## config.mk

```make
export PLATFORM = sky130hd
export DESIGN_NAME = cursor_alpha_to_mask_composite
export DESIGN_NICKNAME = d
export VERILOG_FILES = /design/src/hdl/camc_pkg.sv /design/src/hdl/camc_regs.sv /design/src/hdl/camc_front.sv /design/src/hdl/camc_lane.sv /design/src/hdl/cursor_alpha_to_mask_composite.sv
export SDC_FILE = /design/constraint.sdc
export NUM_CORES = 2
export LEC_CHECK = 0
export ABC_AREA = 1
export BUFFER_PORTS_ARGS = -buffer_cell sky130_fd_sc_hd__buf_2
export CAP_MARGIN = 20
export CORE_UTILIZATION = 60
export DETAILED_ROUTE_END_ITERATION = 16
export PLACE_DENSITY = 0.77
export SLEW_MARGIN = 20
export SYNTH_ARGS = -nofsm -noshare
export SYNTH_HDL_FRONTEND = slang
export SYNTH_SLANG_ARGS = --single-unit
export TNS_END_PERCENT = 50
```

## constraint.sdc

```tcl
create_clock -name aclk -period 18.7 [get_ports aclk]
set_clock_uncertainty 0.05 [all_clocks]
set_input_delay 4.675 -clock aclk [delete_from_list [all_inputs] [get_ports aclk]]
set_output_delay 4.675 -clock aclk [all_outputs]
set_load 0.03 [all_outputs]
```

## src/hdl/camc_pkg.sv

```systemverilog
// shared types, constants and functions for the cursor alpha-to-mask compositor
// no dependencies
`default_nettype none

package camc_pkg;

    localparam int unsigned PADDR_W = 4;

    localparam logic [7:0] THRESHOLD_BASE = 8'h60;
    localparam logic [7:0] FULL_BASE      = 8'hFF;
    localparam logic [7:0] LEFT_BIT       = 8'h80;

    // register indexes, taken from paddr[3:2]
    typedef enum logic [1:0] {
        REG_BYTES_PER_PIXEL    = 2'd0,
        REG_BITS_PER_COMPONENT = 2'd1,
        REG_ALPHA_IN_LAST_BYTE = 2'd2,
        REG_BLENDED_COMPONENTS = 2'd3
    } reg_idx_t;

    // clamped and decoded configuration; the user must keep it static while items are in flight (not enforced)
    typedef struct packed {
        logic [2:0]  bpp;        // 1..4
        logic [3:0]  bpc;        // 1..8
        logic [2:0]  shift;      // 8 - bpc
        logic [7:0]  full;       // 2^bpc - 1
        logic [7:0]  thr;        // 0x60 >> shift
        logic        alpha_last;
        logic [2:0]  blend;      // 0..4
        logic [16:0] recip;      // floor(65536 / full)
    } cfg_t;

    // first pipeline stage contents
    typedef struct packed {
        logic [3:0][7:0] bytes;
        logic [7:0]      alpha;
        logic [3:0]      sel;
        logic            opaque;
        logic            mask_valid;
        logic [7:0]      mask_byte;
        logic            row_end;
    } front_t;

    // per-item flags carried beside the lane datapath
    typedef struct packed {
        logic       opaque;
        logic       mask_valid;
        logic [7:0] mask_byte;
        logic       row_end;
    } side_t;

    // load enables of the lane stages
    typedef struct packed {
        logic en2;
        logic en3;
        logic en4;
    } pipe_en_t;

    function automatic logic [16:0] recip_of(input logic [3:0] bpc);
        logic [16:0] r;
        begin
            case (bpc)
                4'd1:    r = 17'd65536;
                4'd2:    r = 17'd21845;
                4'd3:    r = 17'd9362;
                4'd4:    r = 17'd4369;
                4'd5:    r = 17'd2114;
                4'd6:    r = 17'd1040;
                4'd7:    r = 17'd516;
                default: r = 17'd257;
            endcase
            return r;
        end
    endfunction

    function automatic cfg_t derive_cfg(input logic [2:0] bpp_raw,
                                        input logic [3:0] bpc_raw,
                                        input logic       alpha_last,
                                        input logic [2:0] blend_raw);
        cfg_t c;
        begin
            c.bpp = (bpp_raw == 3'd0) ? 3'd1 : ((bpp_raw > 3'd4) ? 3'd4 : bpp_raw);
            c.bpc = (bpc_raw == 4'd0) ? 4'd1 : ((bpc_raw > 4'd8) ? 4'd8 : bpc_raw);
            c.shift = 3'(4'd8 - c.bpc);
            c.full = FULL_BASE >> c.shift;
            c.thr = THRESHOLD_BASE >> c.shift;
            c.alpha_last = alpha_last;
            c.blend = (blend_raw > 3'd4) ? 3'd4 : blend_raw;
            c.recip = recip_of(c.bpc);
            return c;
        end
    endfunction

endpackage

`default_nettype wire

```

## src/hdl/camc_regs.sv

```systemverilog
// configuration register file on the apb-style port
// depends on camc_pkg
`default_nettype none

module camc_regs (
    input  wire logic                            aclk,
    input  wire logic                            aresetn,
    input  wire logic                            psel,
    input  wire logic                            penable,
    input  wire logic                            pwrite,
    input  wire logic [camc_pkg::PADDR_W-1:0]    paddr,
    input  wire logic [31:0]                     pwdata,
    output logic      [31:0]                     prdata,
    output logic                                 pready,
    output camc_pkg::cfg_t                       cfg
);
    import camc_pkg::*;

    logic [2:0] bpp_reg;
    logic [3:0] bpc_reg;
    logic       alpha_last_reg;
    logic [2:0] blend_reg;
    logic       wr_en;
    reg_idx_t   idx;

    assign pready = 1'b1;
    assign wr_en  = psel && penable && pwrite;
    assign idx    = reg_idx_t'(paddr[3:2]);

    always_ff @(posedge aclk) begin
        if (!aresetn) begin
            bpp_reg        <= 3'd4;
            bpc_reg        <= 4'd8;
            alpha_last_reg <= 1'b1;
            blend_reg      <= 3'd4;
        end else if (wr_en) begin
            unique case (idx)
                REG_BYTES_PER_PIXEL:    bpp_reg        <= pwdata[2:0];
                REG_BITS_PER_COMPONENT: bpc_reg        <= pwdata[3:0];
                REG_ALPHA_IN_LAST_BYTE: alpha_last_reg <= pwdata[0];
                REG_BLENDED_COMPONENTS: blend_reg      <= pwdata[2:0];
                default: ;
            endcase
        end
    end

    always_comb begin
        unique case (idx)
            REG_BYTES_PER_PIXEL:    prdata = {29'd0, bpp_reg};
            REG_BITS_PER_COMPONENT: prdata = {28'd0, bpc_reg};
            REG_ALPHA_IN_LAST_BYTE: prdata = {31'd0, alpha_last_reg};
            REG_BLENDED_COMPONENTS: prdata = {29'd0, blend_reg};
            default:                prdata = 32'd0;
        endcase
    end

    assign cfg = derive_cfg(bpp_reg, bpc_reg, alpha_last_reg, blend_reg);

endmodule

`default_nettype wire

```

## src/hdl/camc_front.sv

```systemverilog
// alpha extraction, opacity test and mask byte packing; first pipeline stage
// depends on camc_pkg
`default_nettype none

module camc_front (
    input  wire logic           aclk,
    input  wire logic           aresetn,
    input  wire logic           accept,
    input  wire logic [31:0]    pixel_bytes,
    input  wire logic           row_end,
    input  wire camc_pkg::cfg_t cfg,
    output camc_pkg::front_t    front
);
    import camc_pkg::*;

    logic [7:0]      acc_reg, acc_next;
    logic [2:0]      pos_reg, pos_next;
    front_t          front_reg, front_next;
    logic [3:0][7:0] bytes;
    logic [1:0]      alpha_idx;
    logic [7:0]      alpha;
    logic            opaque;
    logic            blend_en;
    logic            last;
    logic [7:0]      acc_or;

    always_comb begin
        for (int i = 0; i < 4; i++) begin
            bytes[i] = (3'(i) < cfg.bpp) ? pixel_bytes[8*i +: 8] : 8'd0;
        end
        alpha_idx = cfg.alpha_last ? 2'(cfg.bpp - 3'd1) : 2'd0;
        alpha     = bytes[alpha_idx] >> cfg.shift;
        opaque    = alpha > cfg.thr;
        blend_en  = opaque && (cfg.bpp == 3'd4) && (alpha != cfg.full);
        acc_or    = opaque ? (acc_reg | (LEFT_BIT >> pos_reg)) : acc_reg;
        last      = (pos_reg == 3'd7) || row_end;

        front_next.bytes      = bytes;
        front_next.alpha      = alpha;
        for (int i = 0; i < 4; i++) begin
            front_next.sel[i] = blend_en && (3'(i) < cfg.blend);
        end
        front_next.opaque     = opaque;
        front_next.mask_valid = last;
        front_next.mask_byte  = last ? acc_or : 8'd0;
        front_next.row_end    = row_end;

        acc_next = acc_reg;
        pos_next = pos_reg;
        if (accept) begin
            acc_next = last ? 8'd0 : acc_or;
            pos_next = last ? 3'd0 : pos_reg + 3'd1;
        end
    end

    always_ff @(posedge aclk) begin
        if (!aresetn) begin
            acc_reg <= 8'd0;
            pos_reg <= 3'd0;
        end else begin
            acc_reg <= acc_next;
            pos_reg <= pos_next;
        end
    end

    always_ff @(posedge aclk) begin
        if (accept) begin
            front_reg <= front_next;
        end
    end

    assign front = front_reg;

endmodule

`default_nettype wire

```

## src/hdl/camc_lane.sv

```systemverilog
// one byte lane of the composite over white: product, reciprocal divide,
// correction and select; depends on camc_pkg
`default_nettype none

module camc_lane (
    input  wire logic              aclk,
    input  wire camc_pkg::pipe_en_t en,
    input  wire camc_pkg::cfg_t    cfg,
    input  wire logic [7:0]        byte_in,
    input  wire logic [7:0]        alpha_in,
    input  wire logic              sel_in,
    output logic      [7:0]        byte_out
);
    import camc_pkg::*;

    // stage 2
    logic [15:0] prod2_reg;
    logic [7:0]  byte2_reg;
    logic [7:0]  alpha2_reg;
    logic        sel2_reg;
    // stage 3
    logic [15:0] prod3_reg;
    logic [7:0]  q0_reg, q0_next;
    logic [7:0]  byte3_reg;
    logic [7:0]  alpha3_reg;
    logic        sel3_reg;
    logic [32:0] recip_prod;
    // stage 4
    logic [7:0]  out_reg, out_next;
    logic [15:0] q0_times_full;
    logic [15:0] rem;
    logic [7:0]  quot;
    logic [8:0]  comp;

    always_ff @(posedge aclk) begin
        if (en.en2) begin
            prod2_reg  <= byte_in * alpha_in;
            byte2_reg  <= byte_in;
            alpha2_reg <= alpha_in;
            sel2_reg   <= sel_in;
        end
    end

    // floor(p * floor(2^16/full) / 2^16) is the quotient or one short of it
    assign recip_prod = 33'(prod2_reg) * 33'(cfg.recip);
    assign q0_next    = recip_prod[23:16];

    always_ff @(posedge aclk) begin
        if (en.en3) begin
            prod3_reg  <= prod2_reg;
            q0_reg     <= q0_next;
            byte3_reg  <= byte2_reg;
            alpha3_reg <= alpha2_reg;
            sel3_reg   <= sel2_reg;
        end
    end

    always_comb begin
        // q0 * (2^bpc - 1) as shift and subtract
        q0_times_full = (16'(q0_reg) << cfg.bpc) - 16'(q0_reg);
        rem  = prod3_reg - q0_times_full;
        quot = (rem >= 16'(cfg.full)) ? q0_reg + 8'd1 : q0_reg;
        comp = 9'(cfg.full) - 9'(alpha3_reg) + 9'(quot);
        out_next = sel3_reg ? comp[7:0] : byte3_reg;
    end

    always_ff @(posedge aclk) begin
        if (en.en4) begin
            out_reg <= out_next;
        end
    end

    assign byte_out = out_reg;

endmodule

`default_nettype wire

```

## src/hdl/cursor_alpha_to_mask_composite.sv

```systemverilog
// Cursor alpha-to-mask converter with compositing over white.
// Input: s_valid/s_ready with s_pixel_bytes (memory order, byte 0 in bits 7:0)
// and s_row_end marking the last pixel of a cursor row. Output: m_valid/m_ready
// with one result per request: the pixel (composited over white in 32-bit mode
// when partly opaque), its opacity bit, and the packed mask byte which is valid
// after every eighth pixel and at row end.
// From the accepting edge to m_valid a request passes four stages: one
// for alpha, compare and mask packing, then three per-lane stages (alpha product,
// reciprocal multiply divide, correction and select). Throughput is one request
// per cycle while m_ready is high; the two multiplier stages set the depth.
// Each stage loads when it is empty or the stage after it moves, so when the
// receiver stalls the bubbles fill up and s_ready drops only once all four
// stages hold requests.
// Reset (aresetn low, synchronous) empties the pipeline, clears the mask
// accumulator and bit position, and loads the register defaults.
// Configuration is to be written through the apb-style port only while idle; the block does not enforce it.
// depends on camc_pkg, camc_regs, camc_front, camc_lane
`default_nettype none

module cursor_alpha_to_mask_composite (
    input  wire logic                         aclk,
    input  wire logic                         aresetn,
    input  wire logic                         psel,
    input  wire logic                         penable,
    input  wire logic                         pwrite,
    input  wire logic [camc_pkg::PADDR_W-1:0] paddr,
    input  wire logic [31:0]                  pwdata,
    output logic      [31:0]                  prdata,
    output logic                              pready,
    input  wire logic                         s_valid,
    output logic                              s_ready,
    input  wire logic [31:0]                  s_pixel_bytes,
    input  wire logic                         s_row_end,
    output logic                              m_valid,
    input  wire logic                         m_ready,
    output logic      [31:0]                  m_pixel_out,
    output logic                              m_is_opaque,
    output logic                              m_mask_valid,
    output logic      [7:0]                   m_mask_byte,
    output logic                              m_row_end_out
);
    import camc_pkg::*;

    cfg_t     cfg;
    front_t   front;
    pipe_en_t en;
    logic     en1;
    logic     accept;
    logic     v1_reg, v2_reg, v3_reg, v4_reg;
    side_t    side1, side2_reg, side3_reg, side4_reg;
    logic [3:0][7:0] lane_out;

    camc_regs u_regs (
        .aclk    (aclk),
        .aresetn (aresetn),
        .psel    (psel),
        .penable (penable),
        .pwrite  (pwrite),
        .paddr   (paddr),
        .pwdata  (pwdata),
        .prdata  (prdata),
        .pready  (pready),
        .cfg     (cfg)
    );

    // per-stage enables: a stage moves when empty or when its successor moves
    assign en.en4  = !v4_reg || m_ready;
    assign en.en3  = !v3_reg || en.en4;
    assign en.en2  = !v2_reg || en.en3;
    assign en1     = !v1_reg || en.en2;
    assign s_ready = en1;
    assign accept  = s_valid && s_ready;

    camc_front u_front (
        .aclk        (aclk),
        .aresetn     (aresetn),
        .accept      (accept),
        .pixel_bytes (s_pixel_bytes),
        .row_end     (s_row_end),
        .cfg         (cfg),
        .front       (front)
    );

    for (genvar i = 0; i < 4; i++) begin : g_lane
        camc_lane u_lane (
            .aclk     (aclk),
            .en       (en),
            .cfg      (cfg),
            .byte_in  (front.bytes[i]),
            .alpha_in (front.alpha),
            .sel_in   (front.sel[i]),
            .byte_out (lane_out[i])
        );
    end

    always_ff @(posedge aclk) begin
        if (!aresetn) begin
            v1_reg <= 1'b0;
            v2_reg <= 1'b0;
            v3_reg <= 1'b0;
            v4_reg <= 1'b0;
        end else begin
            if (en1)    v1_reg <= accept;
            if (en.en2) v2_reg <= v1_reg;
            if (en.en3) v3_reg <= v2_reg;
            if (en.en4) v4_reg <= v3_reg;
        end
    end

    always_comb begin
        side1.opaque     = front.opaque;
        side1.mask_valid = front.mask_valid;
        side1.mask_byte  = front.mask_byte;
        side1.row_end    = front.row_end;
    end

    always_ff @(posedge aclk) begin
        if (en.en2) side2_reg <= side1;
        if (en.en3) side3_reg <= side2_reg;
        if (en.en4) side4_reg <= side3_reg;
    end

    assign m_valid       = v4_reg;
    assign m_pixel_out   = lane_out;
    assign m_is_opaque   = side4_reg.opaque;
    assign m_mask_valid  = side4_reg.mask_valid;
    assign m_mask_byte   = side4_reg.mask_byte;
    assign m_row_end_out = side4_reg.row_end;

    // an empty output stage never backs up the input
    a_ready_when_drained: assert property (@(posedge aclk) disable iff (!aresetn)
        !v4_reg |-> s_ready)
        else $error("s_ready low with empty output stage");

    // a partial mask byte is reported as zero
    a_mask_zero_when_partial: assert property (@(posedge aclk) disable iff (!aresetn)
        (m_valid && !m_mask_valid) |-> (m_mask_byte == 8'd0))
        else $error("mask byte nonzero while incomplete");

    // row end always closes the mask byte
    a_row_end_closes_mask: assert property (@(posedge aclk) disable iff (!aresetn)
        (m_valid && m_row_end_out) |-> m_mask_valid)
        else $error("row end without mask byte");

    // bytes above a one-byte pixel stay zero
    a_unused_bytes_zero: assert property (@(posedge aclk) disable iff (!aresetn)
        (m_valid && cfg.bpp == 3'd1) |-> (m_pixel_out[31:8] == 24'd0))
        else $error("unused pixel bytes not zero");

    // a stalled result holds its pixel across the stall
    a_stall_holds_pixel: assert property (@(posedge aclk) disable iff (!aresetn)
        (m_valid && !m_ready) |=> (m_valid && $stable(m_pixel_out)))
        else $error("result changed under stall");

endmodule

`default_nettype wire
```

-- After elaboration in Yosys (flattened, before gate mapping)
Cells that the tools add are included.
- reduce and logical (&&, ||, !) cells: 25
- multiplexer cells: 25
- magnitude comparators: 17
- bitwise logic cells: 1
- shifts and indexed selects: 8
- $add $sub $neg: 20
- $mul: 8
- equal/unequal tests: 13
- operators with widths (cell ; number):
    $pmux W32 S4 ; 1
    $mux W8 ; 15
    $pmux W17 S7 ; 1
    $mul A16 B17 Y24 ; 4
    $ge A16 B8 Y1 ; 4
    $mul A8 B8 Y16 ; 4
    $shl A8 B4 Y16 ; 4
    $sub A16 B16 Y16 ; 4
    $sub A16 B8 Y16 ; 4
    $add A8 B1 Y8 const B ; 4
    $add A8 B8 Y8 ; 4
    $bmux W8 S2 ; 1
    $eq A4 B3 Y1 const B ; 4
    $shr A8 B3 Y8 const A ; 2
    $lt A1 B3 Y1 const A ; 4
    $lt A2 B3 Y1 const A ; 4
    $mux W3 ; 4
    $logic_and A1 B1 Y1 ; 9
    $eq A4 B2 Y1 const B ; 2
    $gt A8 B8 Y1 ; 1
    $mux W4 ; 2
    $ne A8 B8 Y1 ; 1
    $or A8 B8 Y8 ; 1
    $reduce_and A2 Y1 ; 4
    19 further kinds ; 29
- register bits after elaboration: 394
- output and inout bits: 78
- input bits: 76
- word-level logic and storage cells: 183

-- Depth between registers and ports, before layout
- depth after elaboration: 12
- gate-level depth with buffers: 47
- depth with buffers taken out: 43

-- Modules after synthesis
A second synthesis with hierarchy kept.
- cells, all modules: 7738
- area total of the unflattened synthesis: 63507.2 µm²
- modules (own cells, without submodules) (module ; instances ; area an instance (µm²) ; sequential area each (µm²) ; cells an instance):
    camc_lane (g_lane[2].u_lane) ; 1 ; 14461.4 ; 2462.4 ; 1783
    camc_lane (g_lane[1].u_lane) ; 1 ; 14403.8 ; 2462.4 ; 1777
    camc_lane (g_lane[3].u_lane) ; 1 ; 14305.0 ; 2462.4 ; 1767
    camc_lane (g_lane[0].u_lane) ; 1 ; 14279.9 ; 2462.4 ; 1754
    camc_front ; 1 ; 3693.5 ; 1871.8 ; 412
    camc_regs ; 1 ; 1198.6 ; 220.2 ; 191
    cursor_alpha_to_mask_composite ; 1 ; 1164.9 ; 1071.0 ; 54

-- Worst setup path before layout
OpenSTA, ideal clock, no wires.
- kind: in2out
- from: in m_ready
- to: out s_ready
- slack: 2.351 ns
- required time: 13.975 ns
- buffers on the path: 0
- stages on the path: 8
- arrival time: 11.624 ns
- path through: nor2_1 -> inv_1 -> nor2_1 -> inv_1 -> nor2_1 -> inv_1 -> nor2_1 -> inv_1
- RTL lines (item ; RTL line ; source):
    start, declared ; cursor_alpha_to_mask_composite.sv:35 ; input wire logic m_ready,
    end, declared ; cursor_alpha_to_mask_composite.sv:31 ; output logic s_ready,

==> results.py <==
metrics = {
    "clocking": {
        "clk_pin_slew_ps": 70,
        "cts_hold_buf": 0,
        "clock-root-buffer": "clkbuf_16",
        "cts_setup_buffers": 0,
        "clockBufferDepth": 3,
        "clk_latency_ps": 600,
        "clock-sinks": 394,
        "htree_levels": 2,
        "cts_tree": "built",
        "numCtsBuffers": 40,
        "cts_resized": 0,
    },
    "timing": {
        "hold_viol_final": 0,
        "hold_slack_ps": 362,
        "tightestPinTransition_ps": 1080,
        "slew_violations": 0,
        "worst_slew_margin_rel": 0.273,
        "rsz0062_at_grt": "false",
        "setup_violations": 0,
        "period_needed_ps": 12400,
        "tns_ps": 0,
        "post-route-period-util": 0.663,
        "fmax_mhz": 80.7,
    },
    "power": {
        "switching_share": 0.535,
        "p_int_mw": 3.88,
        "leakagePower_nw": 30.9,
        "p_sw_mw": 4.46,
        "p_seq_frac": 0.198,
        "powerDensity_nw_per_um2": 142,
        "pwr-share-comb": 0.701,
        "peakVddDrop_uv": 94.9,
        "fin_total_pwr_mw": 8.34,
        "power_frac_clock": 0.102,
    },
    "routing": {
        "first_pass_iters": 6,
        "ant_nets": 0,
        "vias": 44600,
        "viasPerCell": 5.60,
        "routed_wl_um": 152000,
        "wire_per_inst_um": 19.0,
        "drt_iter0_markers": 3807,
        "drcViolationCount": 0,
    },
    "run_status": {
        "status": "completed",
    },
    "grt": {
        "grt.total_usage": 0.327,
        "antenna_found_initial": 2,
        "overflow": 0,
        "grt_start_max_net_pins": 92,
        "grt_first_pass_wirelength_um": 239000,
        "grt_pass1_vias": 45500,
    },
    "synth": {
        "synthCells": 6690,
        "synth-edff-count": 368,
        "yosys_warnings": 0,
        "yosysUniqueCellTypes": 60,
        "synthArstFlopShare": 0,
        "syn_area_per_cell_um2": 8.36,
        "yosysSeqAreaShare": 0.207,
        "synth-seq-cells": 394,
        "syn-cell-area_um2": 55900,
        "ys.flop_type": "edfxtp_1",
    },
    "die": {
        "core_area_um2": 91900,
        "num_rows": 111,
        "dieArea_um2": 94400,
        "ios": 154,
        "die_height_um": 307,
        "start_util": 0.608,
        "die_w_um": 307,
    },
    "critical_path": {
        "crit_path_max_fanout": 91,
        "path_buf_inv": 6,
        "crit_family": "buffers and inverters",
        "start_kind": "primary input",
        "worstPathArrival_ps": 7670,
        "cp_slowest_cell": "inv_2",
        "critPathRequiredTime_ps": 13980,
        "cp_slowest_stage_delay_ps": 700,
        "crit_path_end_kind": "output port",
        "worstSetupPathType": "in -> out",
        "cpMostUsedCell": "nor2_1",
        "path_cells": "buf_2 > nor2_1 > inv_2 > nor2_1 > inv_6 > nor2_1 > inv_4 > nor2_1 > inv_1 > buf_2",
    },
    "min_path": {
        "hold_class": "reg -> reg",
    },
    "cells_and_area": {
        "mostFrequentLayoutCells": "inv_1, nand2_1, fa_1, ha_1, nor2_1",
        "nets": 8178,
        "area_growth_pct": 5.17,
        "design_area_um2": 58800,
        "layout_commonest_cell": "inv_1",
        "drive_gt1_frac": 0.0358,
        "fillers": 7805,
    },
    "placed_design": {
        "dp_hpwl_um": 120000,
        "gp_congestion": 1.00,
        "portBuffers": 94,
        "postPlaceCellArea_um2": 57400,
    },
    "job": {
        "cap_viol_max_count": 0,
    },
}
[synth_stat cells, types with 9 or more instances]
library cell,number,area (um^2)
o211ai_1,23,173
clkinv_1,10,37.5
fa_1,716,14300
a21oi_1,239,1200
clkbuf_1,105,394
o21ai_0,213,1070
o221ai_1,16,140
inv_1,1632,6130
dfxtp_1,26,521
nand3_1,155,776
nand4_1,49,307
nor2_1,673,2530
nand2_2,10,62.6
ha_1,693,8670
nor4_1,9,56.3
o21a_1,11,82.6
nor3_1,31,155
buf_1,23,86.3
edfxtp_1,368,11100
xnor2_1,72,631
inv_2,11,41.3
nand2_1,1224,4590
a31oi_1,15,93.8
o21bai_1,12,90.1
o31ai_1,9,67.6
xor2_1,136,1190
buf_4,31,233
clkbuf_2,23,115
buf_2,18,90.1
a21o_1,18,135
o22ai_1,27,169
o21ai_1,14,70.1
[through the flow]
stage                util  worst slack [ps]  std cells
finish              0.640              6300       7970
global route        0.640              5980       7968
CTS                 0.640              6200       7968
detailed placement  0.625              6190       7894
global placement    0.625              6320       7894
floorplan               -              2350       6721
[routing by layer]
metal / vias to the layer above / track usage / wire length, um
met1: 21300 / 0.412 / 57700
met4: 4 / 0.174 / 9200
met5: - / 0 / 33
met3: 552 / 0.0552 / 14400
li1: 20500 / - / -
met2: 2248 / 0.540 / 70500
[logic make-up (layout without fill, tap and decap cells)]
group,count (synthesis),in the layout,synth area share
AOI/OAI and AO/OA,627,627,0.0632
xor gates and xnor gates,208,208,0.0326
adders and majority gates,1409,1409,0.411
DFF,394,394,0.207
and+or+nand+nor,2190,2190,0.157
buffers and inverters,1854,1858,0.128
muxes,6,6,0.00107
other,2,35,0.000134
[worst register-to-register path: cells and delay by family (launching register included)]
family / cells / cell delay [ps]
AND/OR/NAND/NOR: 6 / 1170
buffers and inverters: 10 / 3410
flip-flops: 1 / 520
XOR/XNOR: 1 / 510
AO/OA/AOI/OAI: 6 / 1070
adder cells (fa/ha/maj): 8 / 3580
[power groups by stage]
stage          registers [mW]  clock network (mW)  logic (mW)
6_report                 1.65               0.849        5.85
4_1_cts                  1.63               0.857        5.80
5_1_grt                  1.65               0.892        6.63
2_1_floorplan            1.53                   0        4.26
3_5_place_dp             1.65                   0        5.74
3_3_place_gp             1.64                   0        5.61
[layout make-up]
class                   count  area (um^2)  area share
diodes                      2         5.00   0.0000851
clock buffers              49         1030      0.0176
clock inverters            25          322     0.00547
inverters                1654         6220       0.106
multi-input cells        4473        37400       0.635
flip-flops and latches    394        11600       0.197
well taps                1243         1560      0.0264
repair buffers            130          741      0.0126
[final timing paths]
kind	from	end	slack, ps	depth (start not counted)
max	m_ready	s_ready	6300	10
min	g_lane[3].u_lane.byte2_reg[7]$_DFFE_PP_	g_lane[3].u_lane.byte3_reg[7]$_DFFE_PP_	360	0
max reg2reg	u_regs.bpc_reg[1]$_SDFFE_PN0P_	g_lane[1].u_lane.q0_reg[5]$_DFFE_PP_	8090	31
min reg2reg	g_lane[3].u_lane.byte2_reg[7]$_DFFE_PP_	g_lane[3].u_lane.byte3_reg[7]$_DFFE_PP_	360	0
Power figures use the tool's default switching activity.
